File: src/rtl/opmt_ram.sv
// Generic single-write, single-read synchronous RAM with a registered read.
// No dependencies.
`timescale 1ns / 1ps

module opmt_ram #(
    parameter int WIDTH = 8,
    parameter int DEPTH = 64,
    parameter int AW    = (DEPTH > 1) ? $clog2(DEPTH) : 1
) (
    input  logic             clk,
    input  logic             we,
    input  logic [AW-1:0]    waddr,
    input  logic [WIDTH-1:0] wdata,
    input  logic [AW-1:0]    raddr,
    output logic [WIDTH-1:0] rdata
);

    logic [WIDTH-1:0] mem [DEPTH];
    logic [WIDTH-1:0] rdata_reg;

    always_ff @(posedge clk)
    begin
        if (we)
        begin
            mem[waddr] <= wdata;
        end
        rdata_reg <= mem[raddr];
    end

    assign rdata = rdata_reg;

endmodule

File: config.mk
export PLATFORM = sky130hd
export DESIGN_NAME = opmt_ram
export DESIGN_NICKNAME = d
export VERILOG_FILES = /design/src/rtl/opmt_ram.sv
export SDC_FILE = /design/constraint.sdc
export NUM_CORES = 1
export LEC_CHECK = 0
export BUFFER_PORTS_ARGS = -buffer_cell sky130_fd_sc_hd__buf_2
export CORE_AREA = 10 10 223 225
export CTS_CLUSTER_DIAMETER = 60
export CTS_CLUSTER_SIZE = 25
export DETAILED_ROUTE_END_ITERATION = 12
export DIE_AREA = 0 0 233 235
export HOLD_SLACK_MARGIN = 0.05
export SLEW_MARGIN = 15
export SYNTH_ARGS = -nofsm -noshare
export SYNTH_HDL_FRONTEND = slang
export SYNTH_SLANG_ARGS = --single-unit
File: constraint.sdc
create_clock -name clk -period 2.2 [get_ports clk]
set_clock_uncertainty 0.05 [all_clocks]
set_input_delay 0.33 -clock clk [delete_from_list [all_inputs] [get_ports clk]]
set_output_delay 0.33 -clock clk [all_outputs]
set_load 0.02 [all_outputs]
# Yosys cells after proc, flatten, opt, wreduce, memory -nomap -nowiden
# Memories as Yosys holds them, arrays and structs flattened. A register that Yosys moved wholly into a read port is not among the register bits.
# Index checks and enable logic that the tools add are counted.
# totals
mem_count,1
ff_bits,0
latch_bits,0
ram_bits,512
romBits,0
# mem_list
name,depth,width,read_ports,rd_ports_with_merged_regs,wr,line,text
mem,64,8,1,1,1,18,logic [WIDTH-1:0] mem [DEPTH];
# classes
reduce_logical,0
n_mux,2
n_shift,0
bitwise,0
n_lt_le_gt_ge,0
div,0
n_eq_ne,0
multipliers,0
n_addsub,0
# ops
operator,count
$mux 1,2

# Logic depth before layout (Yosys ltp)
# Gate-level depths: netlist of run 1.
# logic_depth
ltp_word,2
mapped_depth,9
mapped_depth_nobuf,5

# Least setup slack after synthesis of run 1
# OpenSTA, ideal clock, no wires.
# synth_timing
path_type,input -> register
startpoint,input port raddr[1]
endpoint,"register rdata_reg[3], in the netlist rdata[3], read port of mem"
path_buffers,3
slack_ns,0.152
t_arrival_ns,1.870
stages,7
path_cell_list,buf_4 > buf_2 > buf_2 > mux4_2 > mux4_2 > o21ai_1 > o41ai_1
# synth_lines
element,line,text
"start, declared",14,"input logic [AW-1:0] raddr,"
"end, declared",19,logic [WIDTH-1:0] rdata_reg;

==> impl_metrics.tcl, run 1 <==
set metrics [dict create \
    ir_drop_mv 0.574 \
    core-area_um2 45100 \
    cts_max_path_buffers 3 \
    comb_power_share_pct 6.1 \
    final_common_cell "edfxtp_1" \
    relSlewSlack_pct 54.1 \
    avgRoutedWirePerCell_um 27.1 \
    cp.arrival_ns 2.48 \
    ys_warn_count 0 \
    max_cap_violations 0 \
    synth.net_count 962 \
    final_cells 1740 \
    synth_seq_area_share_pct 77.0 \
    nets 1134 \
    cp_cell_sequence "mux4_2 -> mux2_2 -> o221a_2 -> nor3_1 -> o32ai_1" \
    worstPathMaxFanout 1 \
    swShare_pct 22.5 \
    intPower_w 0.0148 \
    async_flop_share_pct 0 \
    grt.total_usage_pct 17.5 \
    power_density_nw_per_um2 819 \
    synth_seq_cells 520 \
    drive_gt1_share_pct 34.0 \
    wirelength_um 47100 \
    fp.dieW_um 233 \
    crit_type "register to register" \
    fp.dieH_um 235 \
    period_share_pct 94.5 \
    max_freq_mhz 481 \
    end_kind "register" \
    start_util_pct 44.7 \
    cts_tree "done" \
    largest_reg_flops 512 \
    antenna_found_initial 3 \
    grt_pass1_wl_um 69900 \
    rsz0062_at_grt "no" \
    cts_root_buffer "clkbuf_16" \
    h-tree-depth 2 \
    ys.flop_type "edfxtp_1" \
    insertion_delay_ns 0.58 \
    top_level_ports 30 \
    slew_viol_final 0 \
    drc_errors 0 \
    synth-edff-count 512 \
    ff2ff_setup_slack_ns 0.12 \
    dieArea_um2 54800 \
    setup_ws_ns 0.121 \
    synthToLayoutAreaGrowth_pct 15.6 \
    io_buffers 29 \
    vias_per_cell 5.71 \
    dr.first_iter.drc_count 1105 \
    tightest_slew_ns 0.689 \
    grt_pass1_vias 10200 \
    fill_cells 3581 \
    period_minus_slack_ns 2.08 \
    finalHoldViolCount 0 \
    pre_cts_slack_ns -0.452 \
    utilization_pct 51.7 \
    hp-class "input pin to register" \
    synthCells 940 \
    gp_congestion 0.822 \
    grt_overflow 0 \
    status "completed" \
    slowest_delay_ns 0.47 \
    seq_power_share_pct 57.5 \
    avgSynthCellArea_um2 21.5 \
    pwr-share-clk_pct 36.4 \
    cpMaxStageDelayCell "mux4_2" \
    crit_family "multiplexers" \
    final_cell_mix "512 x edfxtp_1, 143 x buf_4, 126 x mux4_2" \
    setup_viol 0 \
    p_sw_w 0.00430 \
    first_pass_iters 7 \
    dpl.cell_count 1673 \
    cp_num_buf_inv 0 \
    final_antenna_net_count 0 \
    holdWs_ns 0.137 \
    power.leakage_nw 7.50 \
    grt_max_degree 65 \
    synth_area_um2 20200 \
    post_cts_buffers 0 \
    clock_sinks 520 \
    clk_pin_slew_ns 0.09 \
    critical_path_required_ns 2.60 \
    dp_hpwl_um 31100 \
    synth_cell_type_count 40 \
    startpoint_type "register" \
    rows 78 \
    via_count 9937 \
    numCtsBuffers 36 \
]
-- per-layer routing --
metal / global-route usage, % / vias to the layer above / share of wire [%]
met5: 0 / - / 0.066
met4: 4.85 / 4 / 2.0
met3: 2.28 / 67 / 5.5
met2: 28.0 / 318 / 50
met1: 24.7 / 5274 / 43
li1: - / 4274 / -
-- path summary, 6_finish.rpt --
check / cells after the start / end / from
worst max register to register: 5 / rdata[6]$_DFF_P_ / mem[21][6]$_DFFE_PP_
worst min-delay path: 1 / mem[61][1]$_DFFE_PP_ / wdata[1]
worst min register to register: 3 / rdata[4]$_DFF_P_ / mem[30][4]$_DFFE_PP_
worst max-delay path: 5 / rdata[6]$_DFF_P_ / mem[21][6]$_DFFE_PP_
-- stage by stage --
stage               instance area (µm²)  power (W)  setup TNS [ns]
floorplan                         20200     0.0118               0
global placement                  22100     0.0124           -1.86
detailed placement                22100     0.0124           -1.89
CTS                               23300     0.0192               0
global route                      23300     0.0197               0
finish                            23300     0.0191               0
-- power groups by stage --
| stage | combinational, W | clock, W | sequential [W] |
|---|---|---|---|
| 2_1_floorplan | 0.000584 | 0 | 0.0112 |
| 3_3_place_gp | 0.00116 | 0 | 0.0112 |
| 3_5_place_dp | 0.00117 | 0 | 0.0112 |
| 4_1_cts | 0.00117 | 0.00707 | 0.0110 |
| 5_1_grt | 0.00124 | 0.00746 | 0.0110 |
| 6_report | 0.00116 | 0.00695 | 0.0110 |
-- synth_stat cells (all sizes together), types with 4 or more instances --
library cell	n	area [µm²]
edfxtp	512	15400
mux4	126	2840
nor2	83	312
buf	34	253
mux2i	23	230
nand2	19	71.3
clkbuf	17	63.8
nor2b	14	87.6
mux2	13	146
nand3	13	65.1
dfxtp	8	160
o221ai	8	70.1
o22ai	8	50.1
nand2b	7	43.8
nor3	7	35.0
a221oi	6	52.6
a211oi	4	30.0
o21ai	4	20.0
-- cells by family after synthesis --
kind of cell / synth area share, %
AOI/OAI and AO/OA: 2.07
and+or+nand+nor: 3.39
DFF: 77.0
buffers and inverters: 1.57
muxes: 15.9
-- repair_timing --
action                                  in CTS  in global routing
endpoints found under the hold margin        3                  0
hold buffers                                 1                  0
endpoints found under the setup margin       0                  1
resized for setup                            0                  1
-- final cells by class --
cell class / count / area [µm²] / area share [%]
clock inverters: 27 / 267 / 1.14
repair buffers: 185 / 1510 / 6.47
well taps: 600 / 751 / 3.22
flip-flops and latches: 520 / 15500 / 66.7
multi-input cells: 369 / 4320 / 18.5
clock buffers: 38 / 930 / 3.99
diodes: 1 / 2.50 / 0.0107
Power figures use the tool's default switching activity.
==> run 2, diff against run 1 <==
--- a/config.mk
+++ b/config.mk
@@ -6,11 +6,11 @@
 export NUM_CORES = 1
 export LEC_CHECK = 0
 export BUFFER_PORTS_ARGS = -buffer_cell sky130_fd_sc_hd__buf_2
-export CORE_AREA = 10 10 223 225
+export CORE_AREA = 10 10 213 236
 export CTS_CLUSTER_DIAMETER = 60
 export CTS_CLUSTER_SIZE = 25
 export DETAILED_ROUTE_END_ITERATION = 12
-export DIE_AREA = 0 0 233 235
+export DIE_AREA = 0 0 223 246
 export HOLD_SLACK_MARGIN = 0.05
 export SLEW_MARGIN = 15
 export SYNTH_ARGS = -nofsm -noshare
==> run 2 against run 1 <==
  * Largest power group unchanged
  * Sequential share of layout area hardly changed
  * Via count is 1.3% lower
  * Flip-flop and latch count stayed put
==> impl_metrics.tcl, run 2 (synthesis gave the netlist of run 1 again) <==
set metrics [dict create \
    largest_reg_flops 512 \
    pwr-share-clk_pct 34.1 \
    synthToLayoutAreaGrowth_pct 15.6 \
    rsz0062_at_grt "no" \
    critical_path_required_ns 2.63 \
    final_cell_mix "512 x edfxtp_1, 150 x buf_4, 126 x mux4_2" \
    io_buffers 29 \
    antenna_found_initial 3 \
    drive_gt1_share_pct 34.4 \
    p_sw_w 0.00413 \
    fp.dieH_um 246 \
    seq_power_share_pct 59.4 \
    grt_max_degree 65 \
    setup_viol 0 \
    finalHoldViolCount 0 \
    period_minus_slack_ns 2.07 \
    startpoint "mem[21][6]$_DFFE_PP_" \
    cp_cell_sequence "mux4_2 -> mux2_2 -> o221a_2 -> nor3_2 -> buf_4 -> o32ai_1" \
    fill_cells 3520 \
    top_level_ports 30 \
    intPower_w 0.0143 \
    dieArea_um2 54900 \
    start_util_pct 44.6 \
    status "completed" \
    tightest_slew_ns 0.723 \
    ff2ff_setup_slack_ns 0.13 \
    grt_overflow 0 \
    cpMaxStageDelayCell "mux4_2" \
    setup_ws_ns 0.132 \
    max_freq_mhz 483 \
    fp.dieW_um 223 \
    postLayoutCellArea_um2 23300 \
    postPlaceCellArea_um2 22300 \
    gp_congestion 0.774 \
    dr.first_iter.drc_count 874 \
    first_pass_iters 5 \
    slowest_delay_ns 0.46 \
    nets 1141 \
    pre_cts_slack_ns -0.446 \
    slew_viol_final 0 \
    relSlewSlack_pct 51.8 \
    final_antenna_net_count 0 \
    worstSetupEndpoint "rdata[6]$_DFF_P_" \
    grt.total_usage_pct 16.6 \
    power.leakage_nw 7.52 \
    worstPathMaxFanout 1 \
    rr_startpoint "mem[21][6]$_DFFE_PP_" \
    cts_root_buffer "clkbuf_16" \
    utilization_pct 51.5 \
    final_common_cell "edfxtp_1" \
    end_kind "register" \
    rows 82 \
    drc_errors 0 \
    power_density_nw_per_um2 792 \
    clk_pin_slew_ns 0.09 \
    period_share_pct 94.0 \
    cts_max_path_buffers 3 \
    cts_resized 1 \
    numCtsBuffers 31 \
    swShare_pct 22.4 \
    h-tree-depth 1 \
    max_cap_violations 0 \
    crit_type "register to register" \
    dp_hpwl_um 30000 \
    via_count 9808 \
    cp.arrival_ns 2.50 \
    wirelength_um 45700 \
    hp-class "input pin to register" \
    core-area_um2 45200 \
    dpl.cell_count 1674 \
    rr_worst_depth 6 \
    grt_pass1_vias 10200 \
    avgRoutedWirePerCell_um 26.4 \
    vias_per_cell 5.67 \
    cts_tree "done" \
    grt_pass1_wl_um 68300 \
    startpoint_type "register" \
    reg2reg_to "rdata[6]$_DFF_P_" \
    comb_power_share_pct 6.4 \
    p_total_w 0.0185 \
    clock_sinks 520 \
    final_cells 1730 \
    ir_drop_mv 0.571 \
    post_cts_buffers 0 \
    insertion_delay_ns 0.61 \
    ctsHoldBuffers 0 \
]
[run 2: area by class of cell]
cell class	instances	area, µm²	area share (%)
Clock buffer	34	787	3.38
Multi-Input combinational cell	369	4330	18.6
Timing Repair Buffer	197	1670	7.16
Antenna cell	1	2.50	0.0107
Tap cell	588	736	3.16
Sequential cell	520	15500	66.6
Clock inverter	21	258	1.11
[run 2: per-stage QoR]
stage,setup TNS [ns],hold WS [ns]
2_1_floorplan,0,0.379
3_5_place_dp,-2.70,0.708
6_report,0,0.105
3_3_place_gp,-2.61,0.706
5_1_grt,0,0.0932
4_1_cts,0,0.0703
[run 2: power by group through the flow]
stage	logic, W	clock network [W]	registers (W)
2_1_floorplan	0.000584	0	0.0112
3_3_place_gp	0.00118	0	0.0112
3_5_place_dp	0.00120	0	0.0112
4_1_cts	0.00120	0.00645	0.0110
5_1_grt	0.00127	0.00682	0.0110
6_report	0.00118	0.00630	0.0110
[run 2: metal layers]
layer / up-vias / wire (µm) / global-route usage (%)
li1: 4269 / - / -
met1: 5195 / 19000 / 22.4
met2: 285 / 22600 / 27.3
met3: 55 / 3040 / 2.83
met4: 4 / 1020 / 4.33
met5: - / 27 / 0
[run 2: worst max-delay path: cells and delay by family (launching register included)]
kind	cells	cell delay, ns
mux	2	0.74
simple gates	1	0.27
compound gates	2	0.36
buf+inv	1	0.16
flops	1	0.37
[run 2: worst min path at each step]
stage / from / end / slack (ns) / cells past startpoint
final: raddr[5] / rdata[6]$_DFF_P_ / 0.11 / 3
after global routing: raddr[5] / rdata[2]$_DFF_P_ / 0.09 / 3
after CTS: raddr[5] / rdata[6]$_DFF_P_ / 0.07 / 3
after detailed placement: raddr[5] / rdata[1]$_DFF_P_ / 0.71 / 3
after global placement: raddr[5] / rdata[2]$_DFF_P_ / 0.71 / 3
after floorplan: wdata[0] / mem[0][0]$_DFFE_PP_ / 0.38 / 0
