==> src/rtl/opmt_pkg.sv <==
// Package for the obstacle point membership test: command codes, sequencer
// states, number formats and the CORDIC arctangent table. No dependencies.
`timescale 1ns / 1ps

package opmt_pkg;

    localparam int MAX_RECTS_DEF   = 64;
    localparam int MAX_CIRCLES_DEF = 64;

    localparam int POS_W    = 24;
    localparam int LEN_W    = 23;
    localparam int ANGLE_W  = 16;
    localparam int MARGIN_W = 20;
    localparam int TRIG_W   = 16;

    localparam int CORDIC_STEPS = 16;
    localparam int CORDIC_W     = 20;
    localparam int STEP_W       = 4;

    localparam logic signed [CORDIC_W-1:0] CORDIC_GAIN = 20'sd39797;
    localparam logic signed [CORDIC_W-1:0] PI_Q16      = 20'sd205887;
    localparam logic signed [CORDIC_W-1:0] HALF_PI_Q16 = 20'sd102944;
    localparam logic signed [CORDIC_W-1:0] ONE_Q14     = 20'sd16384;

    typedef enum logic [1:0] {
        CMD_CLEAR    = 2'd0,
        CMD_ADD_RECT = 2'd1,
        CMD_ADD_CIRC = 2'd2,
        CMD_QUERY    = 2'd3
    } cmd_t;

    typedef enum logic [2:0] {
        S_IDLE,
        S_ROT,
        S_SCAN,
        S_DRAIN,
        S_RESP
    } state_t;

    typedef struct packed {
        logic signed [POS_W-1:0]  x;
        logic signed [POS_W-1:0]  y;
        logic [LEN_W-1:0]         w;
        logic [LEN_W-1:0]         h;
        logic signed [TRIG_W-1:0] s;
        logic signed [TRIG_W-1:0] c;
    } rect_entry_t;

    typedef struct packed {
        logic signed [POS_W-1:0] x;
        logic signed [POS_W-1:0] y;
        logic [LEN_W-1:0]        r;
    } circ_entry_t;

    function automatic logic signed [CORDIC_W-1:0] atan_q16(input logic [STEP_W-1:0] i);
        logic signed [CORDIC_W-1:0] v;
        case (i)
            4'd0:    v = 20'sd51472;
            4'd1:    v = 20'sd30386;
            4'd2:    v = 20'sd16055;
            4'd3:    v = 20'sd8150;
            4'd4:    v = 20'sd4091;
            4'd5:    v = 20'sd2047;
            4'd6:    v = 20'sd1024;
            4'd7:    v = 20'sd512;
            4'd8:    v = 20'sd256;
            4'd9:    v = 20'sd128;
            4'd10:   v = 20'sd64;
            4'd11:   v = 20'sd32;
            4'd12:   v = 20'sd16;
            4'd13:   v = 20'sd8;
            4'd14:   v = 20'sd4;
            default: v = 20'sd2;
        endcase
        return v;
    endfunction

endpackage

==> src/rtl/opmt_cordic.sv <==
// Iterative 16-step CORDIC giving sine and cosine in signed Q1.14.
// Depends on opmt_pkg.
`timescale 1ns / 1ps

module opmt_cordic (
    input  logic                                clk,
    input  logic                                rst_n,
    input  logic                                start,
    input  logic signed [opmt_pkg::ANGLE_W-1:0] angle,
    output logic                                done,
    output logic signed [opmt_pkg::TRIG_W-1:0]  sin_q14,
    output logic signed [opmt_pkg::TRIG_W-1:0]  cos_q14
);
    import opmt_pkg::*;

    logic signed [CORDIC_W-1:0] x_reg, x_next, y_reg, y_next, z_reg, z_next;
    logic [STEP_W-1:0]          step_reg, step_next;
    logic                       busy_reg, busy_next, done_reg, done_next;
    logic                       neg_reg, neg_next;
    logic signed [CORDIC_W-1:0] z0, xs, ys;

    function automatic logic signed [TRIG_W-1:0] to_q14(input logic signed [CORDIC_W-1:0] v,
                                                        input logic neg);
        logic signed [CORDIC_W-1:0] t;
        t = (v + 20'sd2) >>> 2;
        if (t > ONE_Q14)
        begin
            t = ONE_Q14;
        end
        if (t < -ONE_Q14)
        begin
            t = -ONE_Q14;
        end
        if (neg)
        begin
            t = -t;
        end
        return TRIG_W'(t);
    endfunction

    always_comb
    begin
        z0        = CORDIC_W'(angle) <<< 3;
        xs        = x_reg >>> step_reg;
        ys        = y_reg >>> step_reg;
        x_next    = x_reg;
        y_next    = y_reg;
        z_next    = z_reg;
        step_next = step_reg;
        busy_next = busy_reg;
        neg_next  = neg_reg;
        done_next = 1'b0;
        if (start)
        begin
            x_next    = CORDIC_GAIN;
            y_next    = '0;
            step_next = '0;
            busy_next = 1'b1;
            neg_next  = 1'b0;
            z_next    = z0;
            if (z0 > HALF_PI_Q16)
            begin
                z_next   = z0 - PI_Q16;
                neg_next = 1'b1;
            end
            else if (z0 < -HALF_PI_Q16)
            begin
                z_next   = z0 + PI_Q16;
                neg_next = 1'b1;
            end
        end
        else if (busy_reg)
        begin
            if (z_reg >= 0)
            begin
                x_next = x_reg - ys;
                y_next = y_reg + xs;
                z_next = z_reg - atan_q16(step_reg);
            end
            else
            begin
                x_next = x_reg + ys;
                y_next = y_reg - xs;
                z_next = z_reg + atan_q16(step_reg);
            end
            step_next = step_reg + 1'b1;
            if (step_reg == STEP_W'(CORDIC_STEPS - 1))
            begin
                busy_next = 1'b0;
                done_next = 1'b1;
            end
        end
    end

    always_ff @(posedge clk or negedge rst_n)
    begin
        if (!rst_n)
        begin
            busy_reg <= 1'b0;
            done_reg <= 1'b0;
            step_reg <= '0;
        end
        else
        begin
            busy_reg <= busy_next;
            done_reg <= done_next;
            step_reg <= step_next;
        end
    end

    always_ff @(posedge clk)
    begin
        x_reg   <= x_next;
        y_reg   <= y_next;
        z_reg   <= z_next;
        neg_reg <= neg_next;
    end

    assign done    = done_reg;
    assign sin_q14 = to_q14(y_reg, neg_reg);
    assign cos_q14 = to_q14(x_reg, neg_reg);

endmodule

==> config.mk <==
export PLATFORM = sky130hd
export DESIGN_NAME = opmt_cordic
export DESIGN_NICKNAME = d
export VERILOG_FILES = /design/src/rtl/opmt_pkg.sv /design/src/rtl/opmt_cordic.sv
export SDC_FILE = /design/constraint.sdc
export NUM_CORES = 1
export LEC_CHECK = 0
export ABC_AREA = 0
export BUFFER_PORTS_ARGS = -buffer_cell sky130_fd_sc_hd__buf_2
export CORE_ASPECT_RATIO = 1.5
export CORE_MARGIN = 5
export CORE_UTILIZATION = 45
export DETAILED_ROUTE_END_ITERATION = 10
export PLACE_DENSITY = 0.62
export SETUP_SLACK_MARGIN = 0.4
export SLEW_MARGIN = 5
export SYNTH_ARGS = -nofsm -noshare
export SYNTH_HDL_FRONTEND = slang
export SYNTH_SLANG_ARGS = --single-unit
==> constraint.sdc <==
create_clock -name clk -period 5.1 [get_ports clk]
set_input_delay 1.275 -clock clk [delete_from_list [all_inputs] [get_ports clk]]
set_output_delay 1.275 -clock clk [all_outputs]
set_load 0.01 [all_outputs]
* After elaboration in Yosys (flattened, before gate mapping)
Memories as Yosys holds them, arrays and structs flattened.
Cells that the tools add are included.
** Operators by class
- Equal/unequal tests :: 1
- Order comparisons :: 7
- $add $sub $neg :: 13
- Multiplexer cells :: 28
- Reductions and logical operators :: 1
- Shift-type cells :: 2
** Operators with widths (number)
- two-way mux 20 bit :: 15
- two-way mux 16 bit :: 4
- adder 20 bit :: 3
- subtractor 20 bit :: 3
- adder 20 x 3 -> 20 bit (second input constant) :: 2
- less-than comparator 20 x 15 -> 1 bit (second input constant) :: 2
- >>> shifter 20 x 4 -> 20 bit :: 2
- greater-than comparator 18 x 16 -> 1 bit (second input constant) :: 2
- negator 16 bit :: 2
- adder 19 x 19 -> 20 bit (second input constant) :: 1
- greater-or-equal comparator 20 x 1 -> 1 bit (second input constant) :: 1
- subtractor 19 x 19 -> 20 bit (second input constant) :: 1
- greater-than comparator 19 x 18 -> 1 bit (second input constant) :: 1
- less-than comparator 19 x 18 -> 1 bit (second input constant) :: 1
- two-way mux 4 bit :: 2
- two-way mux 1 bit :: 7
- adder 4 x 1 -> 4 bit (second input constant) :: 1
- equality test 4 bit (second input constant) :: 1
- nonzero test 2 bit :: 1
** Storage, ports and cells
- Input port bits :: 19
- Flip-flop bits (word level) :: 67
- Memories :: 2
- Memory bits (read-only) :: 512
- Output and inout bits :: 33
- Word-level logic and storage cells :: 61
** Memories
- (no name shown) :: depth 16, bits a word 16, read ports 1, clocked after memory_dff 0, write ports 0, line opmt_pkg.sv:57 : case (i)
- (no name shown) :: depth 16, bits a word 16, read ports 1, clocked after memory_dff 0, write ports 0, line opmt_pkg.sv:57

* Logic depth before layout (Yosys ltp)
Gate-level depths: netlist (run 1).
- Depth in word-level cells :: 8
- Mapped depth :: 23

* Worst setup path before layout (run 1)
OpenSTA, ideal clock, no wires.
- Path kind :: flip-flop to output port
- From :: register y_reg[1]
- To :: output port sin_q14[14] (netlist name)
- Path buffers :: 2
- Arrival time :: 4.072 ns
- Data required time :: 3.825 ns
- Cell stages (with the launch flop) :: 17
- Setup slack :: -0.247 ns
- Cells stage by stage :: dfxtp_1 ha_1 nand3_1 nor3_1 and3_1 nor3_1 mux2i_1 o21ai_0 a31oi_1 clkbuf_1 nand2b_1 ha_1 buf_1 nand2_1 or4_1 nand3_1 xnor2_1
** Between the ends
- Longest elaborated chain between the ends :: 7
** Ends and longest elaborated chain
- start, declared :: line opmt_cordic.sv:16 : logic signed [CORDIC_W-1:0] x_reg, x_next, y_reg, y_next, z_reg, z_next;
- start signal, assigned :: line opmt_cordic.sv:114 : y_reg <= y_next;
- adder 20 x 3 -> 20 bit * :: line opmt_cordic.sv:25 : t = (v + 20'sd2) >>> 2;
- greater-than comparator 18 x 16 -> 1 bit :: line opmt_cordic.sv:26 : if (t > ONE_Q14)
- two-way mux 20 bit * :: line opmt_cordic.sv:26
- less-than comparator 20 x 15 -> 1 bit :: line opmt_cordic.sv:30 : if (t < -ONE_Q14)
- two-way mux 16 bit * :: line opmt_cordic.sv:30
- negator 16 bit :: line opmt_cordic.sv:36 : t = -t;
- two-way mux 16 bit * :: line opmt_cordic.sv:34 : if (neg)
- end, declared :: line opmt_cordic.sv:11 : output logic signed [opmt_pkg::TRIG_W-1:0] sin_q14,
Mark *: on every way between the ends. The rest lies on a longest branch, timed or not.

* Worst setup path after layout (run 1)
- From :: register step_reg[1]
- To :: register x_reg[19]
** Between the ends
- Longest elaborated chain between the ends :: 3
** Ends and longest elaborated chain
- start, declared :: line opmt_cordic.sv:17 : logic [STEP_W-1:0] step_reg, step_next;
- start signal, assigned :: line opmt_cordic.sv:107 : step_reg <= step_next;
- >>> shifter 20 x 4 -> 20 bit * :: line opmt_cordic.sv:45 : ys = y_reg >>> step_reg;
- adder 20 bit / subtractor 20 bit (equally long branches) :: line opmt_cordic.sv:82, opmt_cordic.sv:76
- two-way mux 20 bit * :: line opmt_cordic.sv:74 : if (z_reg >= 0)
- end signal, assigned :: line opmt_cordic.sv:113 : x_reg <= x_next;
- end, declared :: line opmt_cordic.sv:16
Marked as above.
A chain may end at the register's enable or synchronous reset.

==> summary by stage, run 1 <==
Status
The run finished with clean final reports.

STA
The number of pins exceeding their max-slew limit in the final report came to 0. Based on the critical path, the design can be clocked at up to 0.199 GHz. For the pin with the worst max-slew slack, the measured transition is 925 ps. The clock arrives with 16.3 ps of skew. In the finished design, the share of the clock period the worst path needs comes to 0.983. Setup repair after global routing could not meet its margin everywhere. The number of setup violations in the final report is 0. The number of hold-slack violations in the final timing report was 0. The headroom to the max-slew limit is 0.383.

Setup slack on the critical path of the routed design comes to 87.2 ps. The time the worst path needs with I/O delays and setup is 5010 ps.

Die
The starting density of the core is 0.457. The placeable core region is 24500 um^2. The die area is 28200 um^2. The floorplan row count is 70.

In this run the horizontal extent of the chip is 139 um. The die boundary height is 203 um. For this design the top-level I/O count stands at 52.

Yosys
In this run, synthesis inferred 21 flip-flops with an integrated enable. The number of nets handed over by synthesis was 1568. In this run the mean area of a mapped cell was 7.64 um^2. The complex-gate fraction of the synthesized area was 0.218.

The synthesized area is 11200 um^2. The flip-flop and latch count after synthesis is 67. The register area share after synthesis is 0.141. The post-synthesis share of cell area spent on and, or, nand and nor gates is 0.224. In the post-synthesis netlist, the biggest area contributors are ha_1, mux4_2, xnor2_1, dfxtp_1, edfxtp_1. The number of distinct standard cells referenced by the synthesized netlist is 85.

The post-synthesis mux area share is 0.145. Of the post-synthesis cell area, the dominant cell type holds 0.0871. Of the total synthesized cell area, the portion taken by XOR and XNOR cells is 0.123. The cell taking the most area after synthesis is ha_1. Synthesis produced 1468 cells. The prevailing post-synth register cell is dfxtp_1. By area, the combinational part of the netlist is dominated by simple AND/OR/NAND/NOR gates. The async set-reset flop share out of synthesis is 0.0896. Yosys printed 0 warnings. Of the total synthesized cell area, the portion taken by full adders, half adders and majority gates is 0.0924.

Layout
The layout-stage area growth over the synthesis result is 26.6%. The post-layout instance area is 14200 um^2. The number of diodes is 0. The core occupancy in the finished layout is 0.579. The total of fill cells in the finished design is 2206. In the layout the commonest cells are buf_4, nor2_1, nand2_1. Of the cells placed in the final design, the portion with a size suffix greater than 1 is 0.312. The commonest non-fill, non-tap cell in the layout is buf_4.

The final layout contains 1706 nets.

Worst setup path
STA classifies the critical path endpoint as a flip-flop. The worst setup path is launched from a flip-flop. The required time of the worst setup path is 5340 ps.

Along the worst path, the maximum fanout reaches 6. By startpoint and endpoint, the worst setup path is classified as reg2reg. The arrival time of data at the critical path endpoint is 5250 ps.

Run
The tool flagged a number of max-cap violations equal to 0.

Drt
The DRC marker count from the first detailed-route iteration is 840. The total wire length is 36.9 mm. In the routed layout, each cell is associated on average with a via count of 6.08. The number of detailed-route iterations in the first pass is 6. Across all layers, the routed design uses 11800 vias.

For this run, design rule violations remaining after detail routing come to 0. In this run the remaining antenna-violating nets after routing total 0. The average wire per cell in the routed design is 19.0 um.

Power and ir drop
In this run the static leakage power is 6.03 nW. The worst IR drop on VDD is 364 uV. The internal portion of the total power is 6.08 mW.

The share of total power dissipated in sequential elements is 0.107. For this design the ratio of total power to cell area is 833 nW/um^2. For this design the total switching power over the nets is 5.74 mW. The relative contribution of combinational cells to total power is 0.834. The part of the power in the clock network is 0.059. The total design power is 11.8 mW. Of the total power, the share spent switching nets is 0.486.

GRT
The global route total overflow is 0. The first global-routing pass estimated 58.2 mm of wire. For met2 alone, demand over resource in global routing was 0.472.

The number of antenna violations at the first check in global routing is 0. The number of global-route vias before repair is 11700. Across every metal layer, demand over resource in global routing totals 0.251. The layer carrying the most global-route usage is met2.

For this run, global-route usage on met1 was measured as 0.255. The fraction of met3 tracks used by global routing is 0.0326. The maximum number of pins on one net before global-route repair is 88.

Placement
The pre-CTS worst setup slack is 27.2 ps. The placed instance area is 12500 um^2. The global placer's final weighted congestion is 0.936. The count of port buffers added during placement is 51. The wire-length estimate of the detail-placed layout is 27.2 mm.

Clock tree
The number of clock sinks is 67. Counting the buffers created by CTS gives 9. TritonCTS built the clock tree. The clock reaches the later pin of the worst-skew pair after 370 ps. In this run the clock root is driven by a clkbuf_16. The worst-case clock buffer depth is 2.

Clock-pin slew was measured on the worst setup and hold paths at 70 ps. The maximum level of the CTS H-tree is 3.

Hold path
The worst hold-check path type is reg2reg.
## logic make-up (layout without fill, tap and decap cells)
kind of cell	after synthesis	in the layout
XOR/XNOR	157	157
flip-flops	67	67
adder cells (fa/ha/maj)	81	81
multiplexers	108	108
buffers and inverters	160	303
AO/OA/AOI/OAI	369	369
AND/OR/NAND/NOR	526	526
## through the flow
stage | std cells | TNS (ps) | hold WS [ps]
2_1_floorplan | 1468 | 0 | 466
3_3_place_gp | 1863 | 0 | 508
3_5_place_dp | 1863 | 0 | 520
4_1_cts | 1908 | 0 | 547
5_1_grt | 1935 | -187 | 566
6_report | 1935 | 0 | 548
## worst paths after layout
check	start	endpoint	slack, ps	depth (start not counted)
max	step_reg[1]	x_reg[19]	90	18
min	y_reg[2]	y_reg[2]	550	2
max reg2reg	step_reg[1]	x_reg[19]	90	18
min reg2reg	y_reg[2]	y_reg[2]	550	2
max in group asynchronous	rst_n	busy_reg	4180	1
min in group asynchronous	rst_n	step_reg[2]	740	1
## critical path, cell delays in order, from the launching register on
cell	delay, ps
dfrtp_2	450
buf_6	140
mux4_2	480
mux2_4	310
a21o_1	180
or3_4	340
or3_4	400
buf_4	150
or4_4	520
nand2_1	110
xnor2_1	140
ha_1	270
and2_1	210
o21ai_2	130
o21ai_2	70
o41a_1	390
a21o_1	170
a21oi_2	130
mux2_4	310
## layer usage
| metal | part of all wire | vias to the layer above |
|---|---|---|
| met5 | 0 | - |
| met4 | 0.067 | 0 |
| met3 | 0.052 | 147 |
| met2 | 0.53 | 422 |
| met1 | 0.36 | 5578 |
| li1 | - | 5626 |
## power by group through the flow
| stage | registers [mW] | clock network, mW | logic, mW |
|---|---|---|---|
| CTS | 1.24 | 0.714 | 8.83 |
| global route | 1.27 | 0.735 | 10.9 |
| detailed placement | 1.22 | 0 | 8.46 |
| floorplan | 0.985 | 0 | 6.45 |
| global placement | 1.22 | 0 | 8.38 |
| finish | 1.26 | 0.699 | 9.86 |
## synth_stat cells (9+ instances only)
cell and number:
xnor2_1 95, ha_1 78, a21oi_1 74, clkbuf_1 76, nand2b_1 23, o211ai_1 12
dfxtp_1 40, nor3_1 37, nor2b_1 20, a21o_1 18, and2_1 11, buf_2 14
o21bai_1 10, or3_1 12, mux2_2 19, edfxtp_1 21, nand4_1 14, nand2_1 139
and3_1 22, inv_1 48, o21a_1 13, a22oi_1 13, nor2_1 156, a22o_1 11
o21ai_0 95, o22ai_1 9, o31ai_1 15, nand3_1 50, xor2_1 62, mux4_2 41
a211oi_1 16, buf_1 12, or2_2 11, mux2i_1 46, a211o_1 10
## final cells by class
cell class / instances / area (um^2) / share of cell area
clock buffers: 9 / 225 / 0.0159
inverters: 53 / 205 / 0.0145
well taps: 324 / 405 / 0.0286
repair buffers: 234 / 1760 / 0.124
flip-flops and latches: 67 / 1640 / 0.116
clock inverters: 7 / 92.6 / 0.00652
multi-input cells: 1241 / 9860 / 0.694
## repair_timing
item                                    4_1_cts  5_1_grt
pin swaps                                    39       63
hold buffers                                  0        0
gates cloned                                  1        0
gates resized for setup                     106      127
setup buffers                                28       27
hold endpoints to repair                      0        0
endpoints found under the setup margin       34       40
No activity file was read; power rests on OpenSTA's default activity.
==> inputs of run 2 (changes only) <==
--- a/config.mk
+++ b/config.mk
@@ -9,9 +9,9 @@
 export BUFFER_PORTS_ARGS = -buffer_cell sky130_fd_sc_hd__buf_2
 export CORE_ASPECT_RATIO = 1.5
 export CORE_MARGIN = 5
-export CORE_UTILIZATION = 45
+export CORE_UTILIZATION = 50
 export DETAILED_ROUTE_END_ITERATION = 10
-export PLACE_DENSITY = 0.62
+export PLACE_DENSITY = 0.68
 export SETUP_SLACK_MARGIN = 0.4
 export SLEW_MARGIN = 5
 export SYNTH_ARGS = -nofsm -noshare
==> run 2 against run 1 <==
Core utilization rose by 6.4 points. Non-clock buffer count rose by 2. Maximum frequency rose by 0.56%. Register-to-register slack improved by 30 ps. Combinational power rose by 0.4%. Wire length rose by 0.14%. Cell count fell by 2.4%. Sequential power barely moved. Cell area rose by 0.56%. Largest cell class unchanged.
==> summary by stage, run 2 (same netlist as run 1, synthesis figures left out) <==
Status
The run finished with clean final reports.

Placement
The placed instance area is 12400 um^2 (-0.98%). The post-placement cell count was 1805 (-3.1%). The count of port buffers added during placement was 51 (unchanged). The placed wire-length estimate is 26.9 mm (-1.2%). The global placer's final weighted congestion is 0.976 (+4.3%).

Drt
The average wire per cell in the routed design is 19.5 um (+2.6%). The DRC violations left came to 0 (unchanged). The met3 routed wirelength is 1.56 mm (-19%). The DRC marker count from the first detailed-route iteration is 751 (-11%). The via count of the routed design was 11600 (-1.1%). The number of detailed-route iterations in the first pass was 7 (+1). The length of routed met2 wiring is 20.0 mm (+3.1%). The routed length on met1 is 13.1 mm (about the same). The uppermost layer routed is met4. The total wire length is 36.9 mm (+0.14%). The number of nets with antenna violations after detailed routing came to 0 (unchanged).

The post-detailed-route via-to-cell ratio came to 6.17 (+1.3%).

GRT
The maximum number of pins on one net before global-route repair is 88 (unchanged). The wire length of the first global-routing pass is 56.7 mm (-2.5%). The global route total overflow is 0 (unchanged).

The number of global-route vias before repair came to 11300 (-2.9%). The global router's overall resource usage is 0.269 (+0.0182). The number of antenna violations at the first check in global routing was 0 (unchanged).

Layout
The total of fill cells in the finished design is 1899 (-14%). The fraction of layout instances using a drive strength above 1 came to 0.316 (+0.00457). In the layout the commonest cells are buf_4, nor2_1, nand2_1. The commonest non-fill, non-tap cell in the layout is buf_4. The number of diodes is 0 (unchanged). The layout-stage area growth over the synthesis result is 27.3%.

The multi-input logic area was 9890 um^2 (+0.34%). The post-layout instance area was 14300 um^2 (+0.56%). The core occupancy in the finished layout was 0.642 (+0.0637). The area taken by flip-flops and latches is 1650 um^2 (about the same).

The post-route non-filler standard cell count is 1889 (-2.4%). The number of nets in the final layout came to 1708 (+0.12%).

Power and ir drop
The leakage component of the power came to 6.09 nW (+0.98%). The cell internal power dissipation came to 6.12 mW (+0.71%). The total design power is 11.9 mW (+0.63%). The switching power as a share of total power is 0.485 (about the same).

The worst IR drop on VDD came to 376 uV (+3.3%). The sequential group share of total power is 0.106 (about the same). The relative contribution of combinational cells to total power came to 0.833 (about the same). The part of the power in the clock network is 0.061 (+0.002). The switching power is 5.77 mW (+0.53%). The power per cell area is 833 nW/um^2 (about the same).

Die
The placeable core region is 22200 um^2 (-9.4%). The die area was 25600 um^2 (-9.4%). The starting density of the core is 0.505 (+0.0475). The floorplan row count is 67 (-4.3%). The boundary pin count came to 52 (unchanged). The die span in x is 132 um (-4.8%). The die boundary height is 193 um (-4.9%).

Worst setup path
The required time of the worst setup path came to 5340 ps (about the same). The worst setup path is of the reg2reg kind. The worst setup path is launched from a flip-flop. The maximum fanout along the worst path was 4 (-2). The element type at the critical path end is a flip-flop.

The arrival time of data at the critical path endpoint came to 5220 ps (-30 ps).

STA
The peak clock frequency supported by timing was 0.201 GHz (+0.56%). The number of pins exceeding their max-slew limit in the final report is 0 (unchanged). The final critical-path share of the clock period is 0.977 (-0.00549). The tightest hold margin came to 514 ps (-33.3 ps). The worst setup skew after layout is 9.17 ps (-7.17 ps). The transition time of the tightest slew-check pin is 1090 ps (+168 ps).

Setup repair after global routing could not meet its margin everywhere. The headroom to the max-slew limit is 0.271 (-0.112). The number of setup violations in the final report is 0 (unchanged). The time the worst path needs with I/O delays and setup was 4980 ps (-28.0 ps). The number of hold-slack violations in the final timing report is 0 (unchanged).

Clock tree
The number of clock sinks is 67 (unchanged). The clock tree from TritonCTS is done. The post-CTS clock slew at the launch and capture registers of the worst setup and hold paths is 60 ps (about the same). The maximum level of the CTS H-tree is 3 (unchanged). The clock latency of the later-clocked register in the worst-skew pair is 350 ps (-20 ps).

In this run the clock root is driven by a clkbuf_16. The worst-case clock buffer depth was 2 (unchanged). The hold-fix buffer count after cts is 0 (unchanged). The total clock buffers created by CTS was 9 (unchanged).

Hold path
The worst hold-check path type is reg2reg.

Run
The reported max-cap violation count came to 0 (unchanged).
[run 2: cell types whose count changed in the layout (fill, tap and decap cells not counted), sizes merged]
cell	change
bufinv	+1
clkinv	+2
clkinvlp	-3
buf	+2
[run 2: path summary, 6_finish.rpt]
kind,slack (ps),from,cells past startpoint,end
max,120,step_reg[1],18,x_reg[19]
min,510,x_reg[0],2,x_reg[0]
max reg2reg,120,step_reg[1],18,x_reg[19]
min reg2reg,510,x_reg[0],2,x_reg[0]
max in group asynchronous,4160,rst_n,1,busy_reg
min in group asynchronous,750,rst_n,1,step_reg[0]
[run 2: power by group through the flow]
| stage | clock [mW] | combinational [mW] | sequential [mW] |
|---|---|---|---|
| 2_1_floorplan | 0 | 6.45 | 0.985 |
| 3_3_place_gp | 0 | 8.20 | 1.20 |
| 3_5_place_dp | 0 | 8.33 | 1.21 |
| 4_1_cts | 0.741 | 8.87 | 1.22 |
| 5_1_grt | 0.761 | 10.8 | 1.27 |
| 6_report | 0.730 | 9.90 | 1.26 |
[run 2: repair_timing]
action	in CTS	in global routing
pin swaps	44	80
cloned	2	0
hold endpoints to repair	0	0
endpoints found under the setup margin	31	34
buffers inserted	32	34
gates resized for setup	103	156
[run 2: metrics by stage]
stage | TNS, ps | worst slack (ps)
2_1_floorplan | 0 | 275
3_3_place_gp | 0 | 107
3_5_place_dp | 0 | 19.2
4_1_cts | 0 | 145
5_1_grt | -46.2 | -25.5
6_report | 0 | 115
[run 2: cell type report]
type / count / area share
Clock inverter: 7 / 0.00745
Inverter: 53 / 0.0139
Multi-Input combinational cell: 1241 / 0.693
Tap cell: 276 / 0.0242
Sequential cell: 67 / 0.115
Clock buffer: 9 / 0.0158
Timing Repair Buffer: 236 / 0.130
[run 2: layer usage]
metal	track usage	up-vias
li1	-	5622
met1	0.273	5524
met2	0.523	369
met3	0.0281	131
met5	0	-
met4	0.149	0
[run 2: worst max-delay path, cell delays in order, from the launching register on]
cell and delay (ps):
dfrtp_2 430, buf_12 130, mux4_2 490, mux2_4 310
o21a_4 200, or3_4 370, or3_4 390, buf_4 160
or4_4 510, nand2_1 110, xnor2_1 80, ha_1 340
and2_4 200, o21ai_2 120, o21ai_2 80, o41a_1 330
a21o_1 170, a21oi_2 150, mux2_4 300
==> inputs of run 3 (changes only) <==
--- a/config.mk
+++ b/config.mk
@@ -7,7 +7,6 @@
 export LEC_CHECK = 0
 export ABC_AREA = 0
 export BUFFER_PORTS_ARGS = -buffer_cell sky130_fd_sc_hd__buf_2
-export CORE_ASPECT_RATIO = 1.5
 export CORE_MARGIN = 5
 export CORE_UTILIZATION = 50
 export DETAILED_ROUTE_END_ITERATION = 10
==> run 3 against run 2 <==
Sequential cell count unchanged. Largest power group unchanged. Clock power decreased by 17%. Largest cell class unchanged. Sequential power shrank 4%. Core utilization down 1.9 points. Maximum frequency increased by 0.87%. Highest routed layer is now met5. Wire length is 5.5% lower.
==> summary by stage, run 3 (same netlist as run 1, synthesis figures left out) <==
Layout
The number of nets in the final layout came to 1673 (-2.0%). The core occupancy in the finished layout is 0.623 (-0.0193). The fraction of layout instances using a drive strength above 1 is 0.283 (-0.0335). The library cells used most frequently in the layout, excluding fill and tap cells, are nor2_1, nand2_1, buf_4. The number of diodes is 0 (unchanged). The commonest non-fill, non-tap cell in the layout is nor2_1. The post-route non-filler standard cell count came to 1858 (-1.6%). The layout-stage area growth over the synthesis result is 22.1%. The post-layout instance area is 13700 um^2 (-4.1%).

Clock tree
The clock tree from TritonCTS is done. The number of clock sinks is 67 (unchanged). The total clock buffers created by CTS is 9 (unchanged). The post-CTS clock slew at the launch and capture registers of the worst setup and hold paths was 60 ps (about the same). The maximum level of the CTS H-tree is 3 (unchanged). The hold-fix buffer count after cts came to 0 (unchanged). The clock root buffer is clkbuf_16. The clock latency of the later-clocked register in the worst-skew pair is 350 ps (about the same). The worst-case clock buffer depth is 2 (unchanged).

Worst setup path
The register-to-register setup slack is 160 ps (+40 ps). The arrival time of data at the critical path endpoint is 5180 ps (-40 ps). The kind of cell with the highest combined delay along the critical path is compound AO/OA/AOI/OAI gates. The count of cell instances traversed by the critical path is 19 (+1). The worst setup path is launched from a flip-flop.

The end point of the critical path is x_reg[19]. The sum of buffers and inverters on the critical path came to 3 (+1). The count of cells along the worst register-to-register path was 19 (+1). The signal on the critical path passes through buf_12 > buf_4 > mux4_2 > a22oi_1 > o21a_1 > nand2_1 > or3_4 > buf_4 > or4_4 > nand2_1 > xnor2_1 > ha_1 > and2_1 > o21ai_1 > o21ai_2 > o41a_1 > a21o_1 > a21oi_2 > mux2_4. The destination of the worst register-to-register timing path is x_reg[19]. The required time of the worst setup path is 5340 ps (about the same). The worst setup path is of the reg2reg kind. The start point of the critical path is step_reg[0]. The slowest stage of the critical path is the or4_4 cell. The delay of the slowest critical-path stage is 520 ps (about the same).

The worst setup path is captured at a flip-flop. The maximum fanout along the worst path is 13 (+9). The startpoint of the worst register-to-register path is step_reg[0].

STA
Setup repair after global routing could not meet its margin everywhere. The peak clock frequency supported by timing came to 0.202 GHz (+0.87%). The worst setup skew after layout came to 8.32 ps (-0.853 ps). The headroom to the max-slew limit came to 0.417 (+0.146). The transition time of the tightest slew-check pin was 873 ps (-220 ps).

The time the worst path needs with I/O delays and setup is 4940 ps (-43.2 ps). The number of hold-slack violations in the final timing report is 0 (unchanged). The final critical-path share of the clock period is 0.969 (-0.00847). The slack of the critical path was 158 ps (+43.2 ps). The number of setup violations in the final report is 0 (unchanged). The number of pins exceeding their max-slew limit in the final report is 0 (unchanged).

The total negative slack for setup checks is 0 ps (unchanged).

Drt
The DRC marker count from the first detailed-route iteration is 966 (+29%). The average wire per cell in the routed design came to 18.8 um (-3.9%). The total wire length was 34.9 mm (-5.5%). The post-detailed-route via-to-cell ratio is 6.29 (+2.0%).

The number of detailed-route iterations in the first pass is 6 (-1). The via count of the routed design is 11700 (+0.32%). The DRC violations left is 0 (unchanged). The number of nets with antenna violations after detailed routing is 0 (unchanged).

Placement
The placed wire-length estimate is 25.5 mm (-5.3%). The placed instance area is 12300 um^2 (-1.3%). The global placer's final weighted congestion came to 0.970 (-0.55%). The pre-CTS worst setup slack is -3.86 ps (-23.0 ps). The count of port buffers added during placement came to 51 (unchanged). The post-placement cell count is 1790 (-0.83%).

Power and ir drop
The leakage component of the power is 5.82 nW (-4.3%). The worst IR drop on VDD is 372 uV (-0.99%). The power per cell area was 820 nW/um^2 (-1.6%).

Die
The die area is 25500 um^2 (-0.24%). The floorplan row count is 54 (-19%). The boundary pin count is 52 (unchanged).

The die span in x was 160 um (+21%). The die boundary height came to 160 um (-17%). The starting density of the core is 0.511 (+0.00589). The placeable core region is 22000 um^2 (-1.2%).

GRT
The maximum number of pins on one net before global-route repair is 57 (-35%). The number of antenna violations at the first check in global routing is 1 (+1). The global route total overflow was 0 (unchanged). The global router's overall resource usage is 0.255 (-0.0132).

The number of global-route vias before repair is 10900 (-3.4%). The wire length of the first global-routing pass is 54.4 mm (-4.1%).

Run
The reported max-cap violation count is 0 (unchanged).

Hold path
The worst hold-check path type is reg2reg.

Status
The run finished with clean final reports.
run 3: changes by cell type in the layout (fill, tap and decap cells not counted), moves of 5 or more:
| cell | change |
|---|---|
| mux2i_2 | -5 |
| mux2i_1 | +5 |
| buf_6 | -9 |
| buf_4 | -25 |
run 3: where the power goes:
part	internal (mW)	total (mW)	switching [mW]
Clock	0.353	0.603	0.250
Sequential	0.869	1.21	0.340
Combinational	4.47	9.41	4.94
Total	5.69	11.2	5.53
run 3: final cells by class:
| class | count | area, um^2 |
|---|---|---|
| multi-input cells | 1241 | 9710 |
| fillers | 1879 | 8280 |
| flip-flops and latches | 67 | 1640 |
| repair buffers | 201 | 1510 |
| well taps | 280 | 350 |
| clock buffers | 13 | 260 |
| inverters | 53 | 199 |
| clock inverters | 3 | 13.8 |
run 3: through the flow:
step	hold WS, ps	total power, mW
floorplan	466	7.43
global placement	514	9.19
detailed placement	529	9.33
CTS	542	10.4
global route	578	12.2
finish	546	11.2
run 3: per-layer routing:
| metal | wire length, um | part of all wire | track usage |
|---|---|---|---|
| met1 | 14000 | 0.40 | 0.302 |
| met2 | 16900 | 0.49 | 0.446 |
| met3 | 2250 | 0.064 | 0.0448 |
| met4 | 1740 | 0.050 | 0.129 |
| met5 | 13 | 0.00037 | 0 |
run 3: worst reg2reg max path: stages (launching register included):
cell,delay [ps]
dfrtp_2,400
buf_12,180
buf_4,180
mux4_2,510
a22oi_1,280
o21a_1,250
nand2_1,90
or3_4,380
buf_4,150
or4_4,520
nand2_1,110
xnor2_1,80
ha_1,310
and2_1,200
o21ai_1,160
o21ai_2,90
o41a_1,330
a21o_1,170
a21oi_2,130
mux2_4,320
run 3: repair_timing:
action | CTS | global route
buffers inserted | 25 | 26
resized for setup | 93 | 110
pin swaps | 31 | 35
gates cloned | 0 | 1
endpoints found under the setup margin | 29 | 37
run 3: how the worst min path moves through the flow:
stage                  start  endpoint  slack (ps)  depth (start not counted)
floorplan           x_reg[0]  x_reg[0]         470                          2
global placement    x_reg[0]  x_reg[0]         510                          2
detailed placement  x_reg[0]  x_reg[0]         530                          2
CTS                 x_reg[0]  x_reg[0]         540                          2
global route        x_reg[0]  x_reg[0]         580                          2
finish              x_reg[0]  x_reg[0]         550                          2
